===== config.mk =====
export PLATFORM = sky130hd
export DESIGN_NAME = paced_fsk_symbol_fifo_unit
export DESIGN_NICKNAME = d
export VERILOG_FILES = /design/src/sv/pfsf_pkg.sv /design/src/sv/pfsf_front.sv /design/src/sv/pfsf_back.sv /design/src/sv/paced_fsk_symbol_fifo_unit.sv
export SDC_FILE = /design/constraint.sdc
export NUM_CORES = 2
export LEC_CHECK = 0
export BUFFER_PORTS_ARGS = -buffer_cell sky130_fd_sc_hd__buf_4
export CORE_UTILIZATION = 25
export CTS_BUF_LIST = sky130_fd_sc_hd__clkbuf_4
export DETAILED_ROUTE_END_ITERATION = 8
export PLACE_DENSITY = 0.45
export SLEW_MARGIN = 20
export SYNTH_ARGS = -nofsm -noshare
export SYNTH_HDL_FRONTEND = slang
export SYNTH_SLANG_ARGS = --single-unit

===== constraint.sdc =====
create_clock -name clock -period 5.63 [get_ports clock]
set_input_delay 1.126 -clock clock [delete_from_list [all_inputs] [get_ports clock]]
set_output_delay 1.126 -clock clock [all_outputs]
set_load 0.03 [all_outputs]

===== src/sv/pfsf_pkg.sv =====
`timescale 1ns / 1ps

package pfsf_pkg;

   localparam int unsigned DATA_W   = 32;
   localparam int unsigned SYM_W    = 8;
   localparam int unsigned OP_W     = 2;
   localparam int unsigned TONE_W   = 39;
   localparam int unsigned PEND_W   = 8;
   localparam int unsigned CSR_IDX_W = 1;

   localparam logic [OP_W-1:0] OP_PUSH  = 2'd0;
   localparam logic [OP_W-1:0] OP_TICK  = 2'd1;
   localparam logic [OP_W-1:0] OP_CLEAR = 2'd2;

   localparam logic [CSR_IDX_W-1:0] CSR_DIAL   = 1'b0;
   localparam logic [CSR_IDX_W-1:0] CSR_PERIOD = 1'b1;

   localparam logic [DATA_W-1:0] DIAL_RESET   = 32'd14095600;
   localparam logic [DATA_W-1:0] PERIOD_RESET = 32'd682667;
   localparam logic [DATA_W-1:0] FIRST_DELAY  = 32'd20000;

   localparam logic [6:0]  CENTI_MUL  = 7'd100;
   localparam logic [20:0] OFFS_MUL   = 21'd1200000;
   localparam int unsigned OFFS_SHIFT = 13;
   localparam int unsigned OFFS_PROD_W = SYM_W + 21;
   localparam int unsigned OFFS_W      = OFFS_PROD_W - OFFS_SHIFT;

   typedef enum logic [1:0] {
      CMD_NOP,
      CMD_PUSH,
      CMD_TICK,
      CMD_CLEAR
   } cmd_type;

   typedef struct packed {
      cmd_type          cmd;
      logic [SYM_W-1:0] symbol;
   } cmd_item_type;

   typedef struct packed {
      logic         valid;
      cmd_item_type item;
   } queue_head_type;

   typedef enum logic [1:0] {
      B_IDLE,
      B_MUL,
      B_SUM
   } back_state_type;

   typedef struct packed {
      logic exec;
      logic do_mul;
      logic do_sum;
      logic q_pop;
   } back_ctrl_type;

endpackage


===== src/sv/pfsf_front.sv =====
`timescale 1ns / 1ps

module pfsf_front (
   input  logic                        clock,
   input  logic                        reset,
   input  logic                        start,
   output logic                        busy,
   input  logic [pfsf_pkg::OP_W-1:0]   req_opcode,
   input  logic [pfsf_pkg::SYM_W-1:0]  req_symbol,
   output pfsf_pkg::queue_head_type    q_head,
   input  logic                        q_pop
);
   import pfsf_pkg::*;

   cmd_item_type entry_ff [2];
   cmd_item_type entry_in;
   logic         wr_ptr_ff, wr_ptr_in;
   logic         rd_ptr_ff, rd_ptr_in;
   logic [1:0]   fill_ff, fill_in;
   logic         push;
   logic         pop;

   assign busy = (fill_ff == 2'd2);
   assign push = start && !busy;
   assign pop  = q_pop && (fill_ff != 2'd0);

   always_comb begin
      entry_in.symbol = req_symbol;
      case (req_opcode)
         OP_PUSH:  entry_in.cmd = CMD_PUSH;
         OP_TICK:  entry_in.cmd = CMD_TICK;
         OP_CLEAR: entry_in.cmd = CMD_CLEAR;
         default:  entry_in.cmd = CMD_NOP;
      endcase
   end

   always_comb begin
      wr_ptr_in = push ? !wr_ptr_ff : wr_ptr_ff;
      rd_ptr_in = pop  ? !rd_ptr_ff : rd_ptr_ff;
      fill_in   = fill_ff;
      if (push && !pop) begin
         fill_in = fill_ff + 2'd1;
      end else if (pop && !push) begin
         fill_in = fill_ff - 2'd1;
      end
   end

   assign q_head.valid = (fill_ff != 2'd0);
   assign q_head.item  = entry_ff[rd_ptr_ff];

   always_ff @(posedge clock) begin
      if (reset) begin
         wr_ptr_ff <= 1'b0;
         rd_ptr_ff <= 1'b0;
         fill_ff   <= 2'd0;
      end else begin
         wr_ptr_ff <= wr_ptr_in;
         rd_ptr_ff <= rd_ptr_in;
         fill_ff   <= fill_in;
      end
   end

   always_ff @(posedge clock) begin
      if (push) begin
         entry_ff[wr_ptr_ff] <= entry_in;
      end
   end

endmodule


===== src/sv/pfsf_back.sv =====
`timescale 1ns / 1ps

module pfsf_back #(
   parameter int unsigned FIFO_DEPTH = 256
) (
   input  logic                           clock,
   input  logic                           reset,
   input  pfsf_pkg::queue_head_type       q_head,
   output logic                           q_pop,
   input  logic [pfsf_pkg::DATA_W-1:0]    dial_freq_hz,
   input  logic [pfsf_pkg::DATA_W-1:0]    sym_period,
   output logic                           rsp_valid,
   output logic                           rsp_push_accepted,
   output logic                           rsp_tone_valid,
   output logic [pfsf_pkg::TONE_W-1:0]    rsp_tone_centihz,
   output logic [pfsf_pkg::PEND_W-1:0]    rsp_pending_count
);
   import pfsf_pkg::*;

   localparam int unsigned IDX_W = $clog2(FIFO_DEPTH);
   localparam int unsigned CW    = (IDX_W > PEND_W) ? IDX_W : PEND_W;
   localparam logic [IDX_W-1:0] LAST_IDX = IDX_W'(FIFO_DEPTH - 1);

   back_state_type state_ff, state_in;
   back_ctrl_type  ctrl;

   logic [SYM_W-1:0]  mem [FIFO_DEPTH];
   logic [SYM_W-1:0]  rd_data_ff;

   logic [IDX_W-1:0]  wr_idx_ff, wr_idx_in;
   logic [IDX_W-1:0]  rd_idx_ff, rd_idx_in;
   logic [IDX_W-1:0]  count_ff, count_in;
   logic [DATA_W-1:0] countdown_ff, countdown_in;

   logic              mem_we;
   logic              mem_re;
   logic              pop_hit;
   logic [CW-1:0]     count_ext;
   logic [PEND_W-1:0] pend_now;
   logic [PEND_W-1:0] pend_ff, pend_in;

   logic [TONE_W-1:0]      base_ff;
   logic [OFFS_W-1:0]      offs_ff;
   logic [OFFS_PROD_W-1:0] offs_prod;

   logic                rsp_valid_ff, rsp_valid_in;
   logic                rsp_acc_ff, rsp_acc_in;
   logic                rsp_tv_ff, rsp_tv_in;
   logic [TONE_W-1:0]   rsp_tone_ff, rsp_tone_in;
   logic [PEND_W-1:0]   rsp_pend_ff, rsp_pend_in;

   // next state
   always_comb begin
      state_in = state_ff;
      case (state_ff)
         B_IDLE:  state_in = (ctrl.exec && pop_hit) ? B_MUL : B_IDLE;
         B_MUL:   state_in = B_SUM;
         B_SUM:   state_in = B_IDLE;
         default: state_in = B_IDLE;
      endcase
   end

   // control outputs
   always_comb begin
      ctrl = '0;
      case (state_ff)
         B_IDLE: begin
            ctrl.exec  = q_head.valid;
            ctrl.q_pop = q_head.valid;
         end
         B_MUL:   ctrl.do_mul = 1'b1;
         B_SUM:   ctrl.do_sum = 1'b1;
         default: ctrl = '0;
      endcase
   end

   assign q_pop = ctrl.q_pop;

   // FIFO and countdown update
   always_comb begin
      wr_idx_in    = wr_idx_ff;
      rd_idx_in    = rd_idx_ff;
      count_in     = count_ff;
      countdown_in = countdown_ff;
      mem_we       = 1'b0;
      mem_re       = 1'b0;
      pop_hit      = 1'b0;
      rsp_acc_in   = 1'b0;
      if (ctrl.exec) begin
         case (q_head.item.cmd)
            CMD_PUSH: begin
               if (count_ff < LAST_IDX) begin
                  mem_we     = 1'b1;
                  wr_idx_in  = (wr_idx_ff == LAST_IDX) ? '0 : wr_idx_ff + 1'b1;
                  count_in   = count_ff + 1'b1;
                  rsp_acc_in = 1'b1;
               end
            end
            CMD_TICK: begin
               if (countdown_ff <= DATA_W'(1)) begin
                  countdown_in = sym_period;
                  if (count_ff != '0) begin
                     mem_re    = 1'b1;
                     pop_hit   = 1'b1;
                     rd_idx_in = (rd_idx_ff == LAST_IDX) ? '0 : rd_idx_ff + 1'b1;
                     count_in  = count_ff - 1'b1;
                  end
               end else begin
                  countdown_in = countdown_ff - 1'b1;
               end
            end
            CMD_CLEAR: begin
               wr_idx_in = '0;
               rd_idx_in = '0;
               count_in  = '0;
            end
            default: begin
               count_in = count_ff;
            end
         endcase
      end
   end

   // saturate the held count
   always_comb begin
      count_ext = CW'(count_in);
      pend_now  = (count_ext > CW'(255)) ? PEND_W'(255) : count_ext[PEND_W-1:0];
      pend_in   = (ctrl.exec && pop_hit) ? pend_now : pend_ff;
   end

   assign offs_prod = OFFS_PROD_W'(rd_data_ff) * OFFS_PROD_W'(OFFS_MUL);

   // result register
   always_comb begin
      rsp_valid_in = 1'b0;
      rsp_tv_in    = 1'b0;
      rsp_tone_in  = '0;
      rsp_pend_in  = rsp_pend_ff;
      if (ctrl.exec && !pop_hit) begin
         rsp_valid_in = 1'b1;
         rsp_pend_in  = pend_now;
      end else if (ctrl.do_sum) begin
         rsp_valid_in = 1'b1;
         rsp_tv_in    = 1'b1;
         rsp_tone_in  = base_ff + TONE_W'(offs_ff);
         rsp_pend_in  = pend_ff;
      end
   end

   always_ff @(posedge clock) begin
      if (reset) begin
         state_ff     <= B_IDLE;
         wr_idx_ff    <= '0;
         rd_idx_ff    <= '0;
         count_ff     <= '0;
         countdown_ff <= FIRST_DELAY;
         rsp_valid_ff <= 1'b0;
      end else begin
         state_ff     <= state_in;
         wr_idx_ff    <= wr_idx_in;
         rd_idx_ff    <= rd_idx_in;
         count_ff     <= count_in;
         countdown_ff <= countdown_in;
         rsp_valid_ff <= rsp_valid_in;
      end
   end

   always_ff @(posedge clock) begin
      pend_ff     <= pend_in;
      rsp_acc_ff  <= rsp_acc_in;
      rsp_tv_ff   <= rsp_tv_in;
      rsp_tone_ff <= rsp_tone_in;
      rsp_pend_ff <= rsp_pend_in;
      if (ctrl.do_mul) begin
         base_ff <= TONE_W'(dial_freq_hz) * TONE_W'(CENTI_MUL);
         offs_ff <= offs_prod[OFFS_PROD_W-1:OFFS_SHIFT];
      end
   end

   always_ff @(posedge clock) begin
      if (mem_we) begin
         mem[wr_idx_ff] <= q_head.item.symbol;
      end
      if (mem_re) begin
         rd_data_ff <= mem[rd_idx_ff];
      end
   end

   assign rsp_valid         = rsp_valid_ff;
   assign rsp_push_accepted = rsp_acc_ff;
   assign rsp_tone_valid    = rsp_tv_ff;
   assign rsp_tone_centihz  = rsp_tone_ff;
   assign rsp_pending_count = rsp_pend_ff;

endmodule


===== src/sv/paced_fsk_symbol_fifo_unit.sv =====
`timescale 1ns / 1ps

// Paced FSK symbol FIFO.
// Input channel: a command beat (req_opcode, req_symbol) is taken on a clock
// edge with start high and busy low. Opcodes push a symbol, advance time by
// one microsecond tick, or clear the FIFO; the fourth opcode does nothing.
// Result channel: every command yields exactly one result beat, held on the
// rsp_ ports for one cycle and marked by rsp_valid; the receiver cannot stall.
// Commands go into a two-entry queue; the execution side drains it one beat
// at a time. A push, clear or non-popping tick is executed from the queue
// head and its result registered; the execution side stays idle and can take
// the next command without waiting. A tick that pops a symbol reads the symbol
// RAM, then multiplies, then adds, holding the execution side through its
// B_MUL and B_SUM states before it takes another. busy rises while the queue holds two commands.
// Configuration: csr_we writes dial frequency (index 0) or symbol period
// (index 1) into its register at the clock edge; write only while no command is in flight.
// Reset: FIFO empty, tick countdown at 20000, configuration registers at their defaults.
// Symbol RAM contents are not cleared and need no clearing pass.
module paced_fsk_symbol_fifo_unit #(
   parameter int unsigned FIFO_DEPTH = 256
) (
   input  logic                             clock,
   input  logic                             reset,
   input  logic                             start,
   output logic                             busy,
   input  logic [pfsf_pkg::OP_W-1:0]        req_opcode,
   input  logic [pfsf_pkg::SYM_W-1:0]       req_symbol,
   output logic                             rsp_valid,
   output logic                             rsp_push_accepted,
   output logic                             rsp_tone_valid,
   output logic [pfsf_pkg::TONE_W-1:0]      rsp_tone_centihz,
   output logic [pfsf_pkg::PEND_W-1:0]      rsp_pending_count,
   input  logic                             csr_we,
   input  logic [pfsf_pkg::CSR_IDX_W-1:0]   csr_index,
   input  logic [pfsf_pkg::DATA_W-1:0]      csr_wdata
);
   import pfsf_pkg::*;

   logic [DATA_W-1:0] dial_ff, dial_in;
   logic [DATA_W-1:0] period_ff, period_in;
   queue_head_type    q_head;
   logic              q_pop;

   always_comb begin
      dial_in   = dial_ff;
      period_in = period_ff;
      if (csr_we) begin
         case (csr_index)
            CSR_DIAL:   dial_in   = csr_wdata;
            CSR_PERIOD: period_in = csr_wdata;
            default:    dial_in   = dial_ff;
         endcase
      end
   end

   always_ff @(posedge clock) begin
      if (reset) begin
         dial_ff   <= DIAL_RESET;
         period_ff <= PERIOD_RESET;
      end else begin
         dial_ff   <= dial_in;
         period_ff <= period_in;
      end
   end

   pfsf_front u_front (
      .clock      (clock),
      .reset      (reset),
      .start      (start),
      .busy       (busy),
      .req_opcode (req_opcode),
      .req_symbol (req_symbol),
      .q_head     (q_head),
      .q_pop      (q_pop)
   );

   pfsf_back #(
      .FIFO_DEPTH (FIFO_DEPTH)
   ) u_back (
      .clock             (clock),
      .reset             (reset),
      .q_head            (q_head),
      .q_pop             (q_pop),
      .dial_freq_hz      (dial_ff),
      .sym_period        (period_ff),
      .rsp_valid         (rsp_valid),
      .rsp_push_accepted (rsp_push_accepted),
      .rsp_tone_valid    (rsp_tone_valid),
      .rsp_tone_centihz  (rsp_tone_centihz),
      .rsp_pending_count (rsp_pending_count)
   );

endmodule


* Yosys cells after proc, flatten, opt, wreduce, memory -nomap -nowiden
Memory sizes are Yosys's and may differ from the RTL's. A register that Yosys moved wholly into a read port is not among the register bits.
Cells that the tools add are included.
W data, S select, Z words.
** Word-level totals
- Register bits after elaboration :: 237
- Memory bits (writable) :: 2068
- Input bits :: 47
- Output and inout port bits :: 51
- Word-level logic and storage cells :: 113
- Memories :: 2
** Memories
- u_back.mem :: words 256, bits a word 8, rd ports 1, clocked after memory_dff 1, wr ports 1, RTL line pfsf_back.sv:27 : logic [SYM_W-1:0] mem [FIFO_DEPTH];
- u_front.entry_ff :: words 2, bits a word 10, rd ports 1, clocked after memory_dff 1, wr ports 1, RTL line pfsf_front.sv:15 : cmd_item_type entry_ff [2];
** Operators by class
- Add/subtract/negate cells :: 8
- Multiply operators :: 2
- Order comparisons :: 3
- Equal/unequal tests :: 13
- Mux-type cells :: 39
- Bitwise operators :: 2
- Reductions and logical operators :: 26
** Operators by type and width (count)
- $mux W8 :: 12
- $add A39 B16 Y39 :: 1
- $mul A32 B5 Y37 const B :: 1
- $le A32 B1 Y1 const B :: 1
- $mux W32 :: 1
- $pmux W8 S2 :: 2
- $sub A32 B1 Y32 const B :: 1
- $add A8 B1 Y8 const B :: 3
- $pmux W8 S3 :: 1
- $mul A8 B14 Y22 const B :: 1
- $mux W1 :: 19
- $eq A8 B8 Y1 const B :: 2
- $eq A2 B2 Y1 const B :: 5
- $reduce_bool A2 Y1 :: 5
- $gt A8 B8 Y1 const B :: 1
- $lt A8 B8 Y1 const B :: 1
- $reduce_bool A8 Y1 :: 1
- $sub A8 B1 Y8 const B :: 1
- $eq A2 B1 Y1 const B :: 3
- $logic_and A1 B1 Y1 :: 6
- $logic_not A1 Y1 :: 6
- $ne A2 B1 Y1 const B :: 3
- $pmux W2 S3 :: 1
- $reduce_and A2 Y1 :: 3
- 9 further kinds :: 12

* Depth between registers and ports, before layout
- Word-level depth :: 8
- Mapped depth :: 17
- Mapped depth without buffers :: 17

* By module
From an unflattened synthesis, not the netlist that was laid out.
** Unflattened totals
- Cell total of the unflattened synthesis :: 5626
- Area total of the unflattened synthesis :: 96666.5 um^2
** By module, submodules not included
- pfsf_back :: instances 1, cells each 5303, area an instance 93048.0 um^2, seq. area each 65813.1 um^2
- paced_fsk_symbol_fifo_unit :: instances 1, cells each 260, area an instance 2627.5 um^2, seq. area each 1281.2 um^2
- pfsf_front :: instances 1, cells each 63, area an instance 991.0 um^2, seq. area each 700.7 um^2

* Worst setup path before layout
OpenSTA, ideal clock, no wires.
- Path kind :: flip-flop to flip-flop
- Start point :: register u_back.rd_data_ff[2] (read register of u_back.mem)
- End point :: register u_back.offs_ff[14] (data pin)
- Setup time :: 0.260 ns
- Data arrival time :: 4.409 ns
- Data required time :: 5.370 ns
- Path slack :: 0.961 ns
- Cell stages (with the launch flop) :: 16
- Path buffers :: 0
- Period minus slack after synthesis :: 4.669 ns
- Cell sequence :: edfxtp_1 fa_1 ha_1 fa_1 inv_1 fa_1 inv_1 ha_1 nor2_1 a2111oi_0 o2111ai_1 a21oi_1 o21ai_0 o21ai_0 a31oi_1 xnor2_1
** Between the ends
- Word-level cells in the longest chain between the ends :: 1
** Ends and longest elaborated chain
- start: declaration :: RTL line pfsf_back.sv:28 : logic [SYM_W-1:0] rd_data_ff;
- $mul A8 B14 Y22 :: RTL line pfsf_back.sv:131 : assign offs_prod = OFFS_PROD_W'(rd_data_ff) * OFFS_PROD_W'(OFFS_MUL);
- net u_back.offs_prod[27] :: RTL line pfsf_back.sv:44 : logic [OFFS_PROD_W-1:0] offs_prod;
- end signal: assignment :: RTL line pfsf_back.sv:176 : offs_ff <= offs_prod[OFFS_PROD_W-1:OFFS_SHIFT];
- end: declaration :: RTL line pfsf_back.sv:43 : logic [OFFS_W-1:0] offs_ff;
The timed path passes the listed nets, and every way through them passes these cells.
A chain may end at the register's enable or synchronous reset.

* Worst setup path after layout
- Start point :: register u_back.rd_data_ff[4] (read register of u_back.mem)
- End point :: register u_back.offs_ff[14] (data pin)
The elaborated chain is that of the path after synthesis.

==> reports/metrics.yaml <==
synth_area_per_cell_sq_um: 17.2
die_h_um: 622
critPathLaunchType: "register"
finalNonFillerCells: 11769
nNetsFinal: 6518
slew_viol_final: 0
gr-total-overflow: 0
slowest_delay_ns: 0.53
hp-start: "req_opcode[1]"
ir_drop_mv: 0.239
clockBufferDepth: 4
htree_levels: 6
drt_first_pass_iters: 6
cts_resized: 0
postPlaceCellArea_sq_um: 104000
worst-path-buf-inv: 3
p_total_mw: 43.1
hold_depth: 3
worst_pin_slew_ns: 1.23
worstPathArrival_ns: 6.06
yosys.area.top_type: "edfxtp_1"
synth-edff-count: 2145
die_area_sq_um: 387000
num_vias: 54043
routedWlPerCell_um: 23.4
cpMaxStageDelayCell: "fa_1"
synth_cells: 5600
fillers: 38301
status: "finished clean"
critPathCaptureType: "register"
grt_max_degree: 156
yosys.area_share.simple_pct: 4.84
regToRegSetupSlack_ns: 0.71
port_buffers: 97
die_width_um: 622
r2r_end: "u_back.offs_ff[14]"
area_delta_synth_final_pct: 16.9
dp.cells: 10602
synth_flop_cell: "edfxtp_1"
worstSetupPathType: "register to register"
seq_area_frac_synth_pct: 70.6
yosys.cell_count.top_type: "edfxtp_1"
yosys_warnings: 0
routed_wl_mm: 275
synthAdderAreaFrac_pct: 3.34
fmax_ghz: 0.203
leakagePower_nw: 36.2
detail-route-antenna-nets: 0
synth_top_family_by_area: "multiplexers"
clkTransAtPathRegs_ns: 0.06
cp_top_family: "adder cells"
whs_endpoint: "u_front.entry_ff[0][8]"
ys_ff_latch: 2314
powerDensity_nw_per_um2: 384
grt_pass1_vias: 55966
gp_congestion: 0.788
synth_mux_area_share_pct: 13.4
grt_usage_pct: 13.8
setup_violations: 0
clk_latency_ns: 1.56
cts_tree: "built"
via_per_inst: 4.59
cts_made_buffers: 629
syn_nets: 5875
initialDrtViolationCount: 4057
clock-sinks: 2314
synth-xor-area-share_pct: 0.647
antenna_found_initial: 11
drive_gt1_share_pct: 26.6
fin_crit_sh_pct: 87.4
async_reset_ff_share_pct: 0
hpwl_mm: 172
design_area_sq_um: 112000
hold_viol: 0
synth_common_cells: "2145 x edfxtp_1, 452 x mux4_2, 435 x nor2_1"
fin_tns_setup_ns: 0
hold_buffers: 48
cp_cell_sequence: "fa_1 > ha_1 > fa_1 > inv_1 > fa_1 > inv_1 > ha_1 > nor2_1 > a2111oi_0 > buf_4 > o2111ai_1 > a21oi_1 > o21ai_0 > o21ai_0 > a31oi_1 > xnor2_1"
pre_cts_ws_ns: 0.616
r2r_start: "u_back.rd_data_ff[4]"
fin_ws_ns: 0.712
period_needed_ns: 4.92
placement_rows: 227
worstPathMaxFanout: 5
slew_headroom_pct: 17.8
rsz0062_at_grt: "false"
synth.distinct_cells: 83
ios: 98
core-area_sq_um: 382000
cts_setup_buffers: 0
fin_util_pct: 29.4
synth_top_area_share_pct: 67.0
initial_core_util_pct: 25.1
hold_ws_ns: 0.212
synthTopCellsByArea: "edfxtp_1 67%, mux4_2 11%, dfxtp_1 3.5%"
drc: 0
grt_pass1_wl_mm: 397
synth_compound_area_share_pct: 4.84
clockRootBuffer: "clkbuf_4"
drv_cap: 0
cp_data_required_time_ns: 6.77
netlist_area_sq_um: 96100
worstHoldPathType: "input port to register"
ff2ff_path_depth: 16
clock_skew_ns: 0.199
cpMostUsedCell: "fa_1"
==> cell type report <==
type	count	area, sq um	share of cell area (%)
repair buffers	301	2770	2.46
multi-input cells	2762	26300	23.4
clock inverters	152	1120	0.997
well taps	5038	6300	5.61
inverters	235	890	0.792
flip-flops and latches	2314	67800	60.4
clock buffers	948	7120	6.33
diodes	19	47.5	0.0423
==> worst max-delay path by stage <==
| stage | from | endpoint | slack [ns] | cells past startpoint |
|---|---|---|---|---|
| after floorplan | u_back.rd_data_ff[2] | u_back.offs_ff[14] | 0.96 | 15 |
| after global placement | u_back.rd_data_ff[4] | u_back.offs_ff[14] | 0.46 | 16 |
| after detailed placement | u_back.rd_data_ff[2] | u_back.offs_ff[14] | 0.62 | 16 |
| after CTS | u_back.rd_data_ff[4] | u_back.offs_ff[14] | 0.57 | 16 |
| after global routing | u_back.rd_data_ff[4] | u_back.offs_ff[14] | 0.29 | 16 |
| final | u_back.rd_data_ff[4] | u_back.offs_ff[14] | 0.71 | 16 |
==> power by group <==
part           internal, mW  switching, mW
Combinational          2.46           4.53
Clock                  8.37           7.22
Sequential             20.4          0.172
Total                  31.2           11.9
==> worst min-delay path, stage by stage <==
cell   delay, ns
buf_4       0.09
ha_1        0.12
or2_2       0.18
==> layout by cell type (no fill, tap or decap), drive strengths merged, types with 169 or more instances in the layout <==
cell,n
mux2i,255
buf,253
ha,180
dfxtp,169
inv,253
nand2,289
a21oi,209
nor2,438
clkbuf,948
edfxtp,2145
mux4,452
==> logic make-up (layout without fill, tap and decap cells) <==
| kind of cell | Yosys count | in the layout |
|---|---|---|
| mux | 721 | 721 |
| flops | 2314 | 2314 |
| xor+xnor | 71 | 71 |
| simple gates | 1038 | 1038 |
| buf+inv | 524 | 1636 |
| compound gates | 704 | 704 |
| fa+ha+maj | 228 | 228 |
| other cells | 0 | 19 |
==> registers in the layout, indices dropped and copies added (netlist names), named ones only <==
register                  cells
u_back.state_ff               2
dial_ff                      32
u_back.rd_idx_ff              8
u_back.rd_data_ff             8
u_front.rd_ptr_ff             1
u_back.mem                 2048
u_back.rsp_valid              1
u_front.fill_ff               2
u_back.rsp_pending_count      8
u_back.wr_idx_ff              8
period_ff                    32
u_back.countdown_ff          32
u_back.pend_ff                8
u_back.count_ff               8
u_front.wr_ptr_ff             1
u_back.rsp_tone_valid         1
u_back.base_ff               37
u_back.rsp_push_accepted      1
u_front.entry_ff             20
u_back.offs_ff               16
u_back.rsp_tone_centihz      39
==> routing by layer <==
metal / vias to the layer above / global-route usage [%] / wire, um
met5: - / 0 / 12
met4: 2 / 4.15 / 6910
met3: 460 / 2.61 / 15100
met2: 1634 / 22.3 / 129000
met1: 28109 / 18.9 / 125000
li1: 23838 / - / -
(Power assumes the default switching activity.)
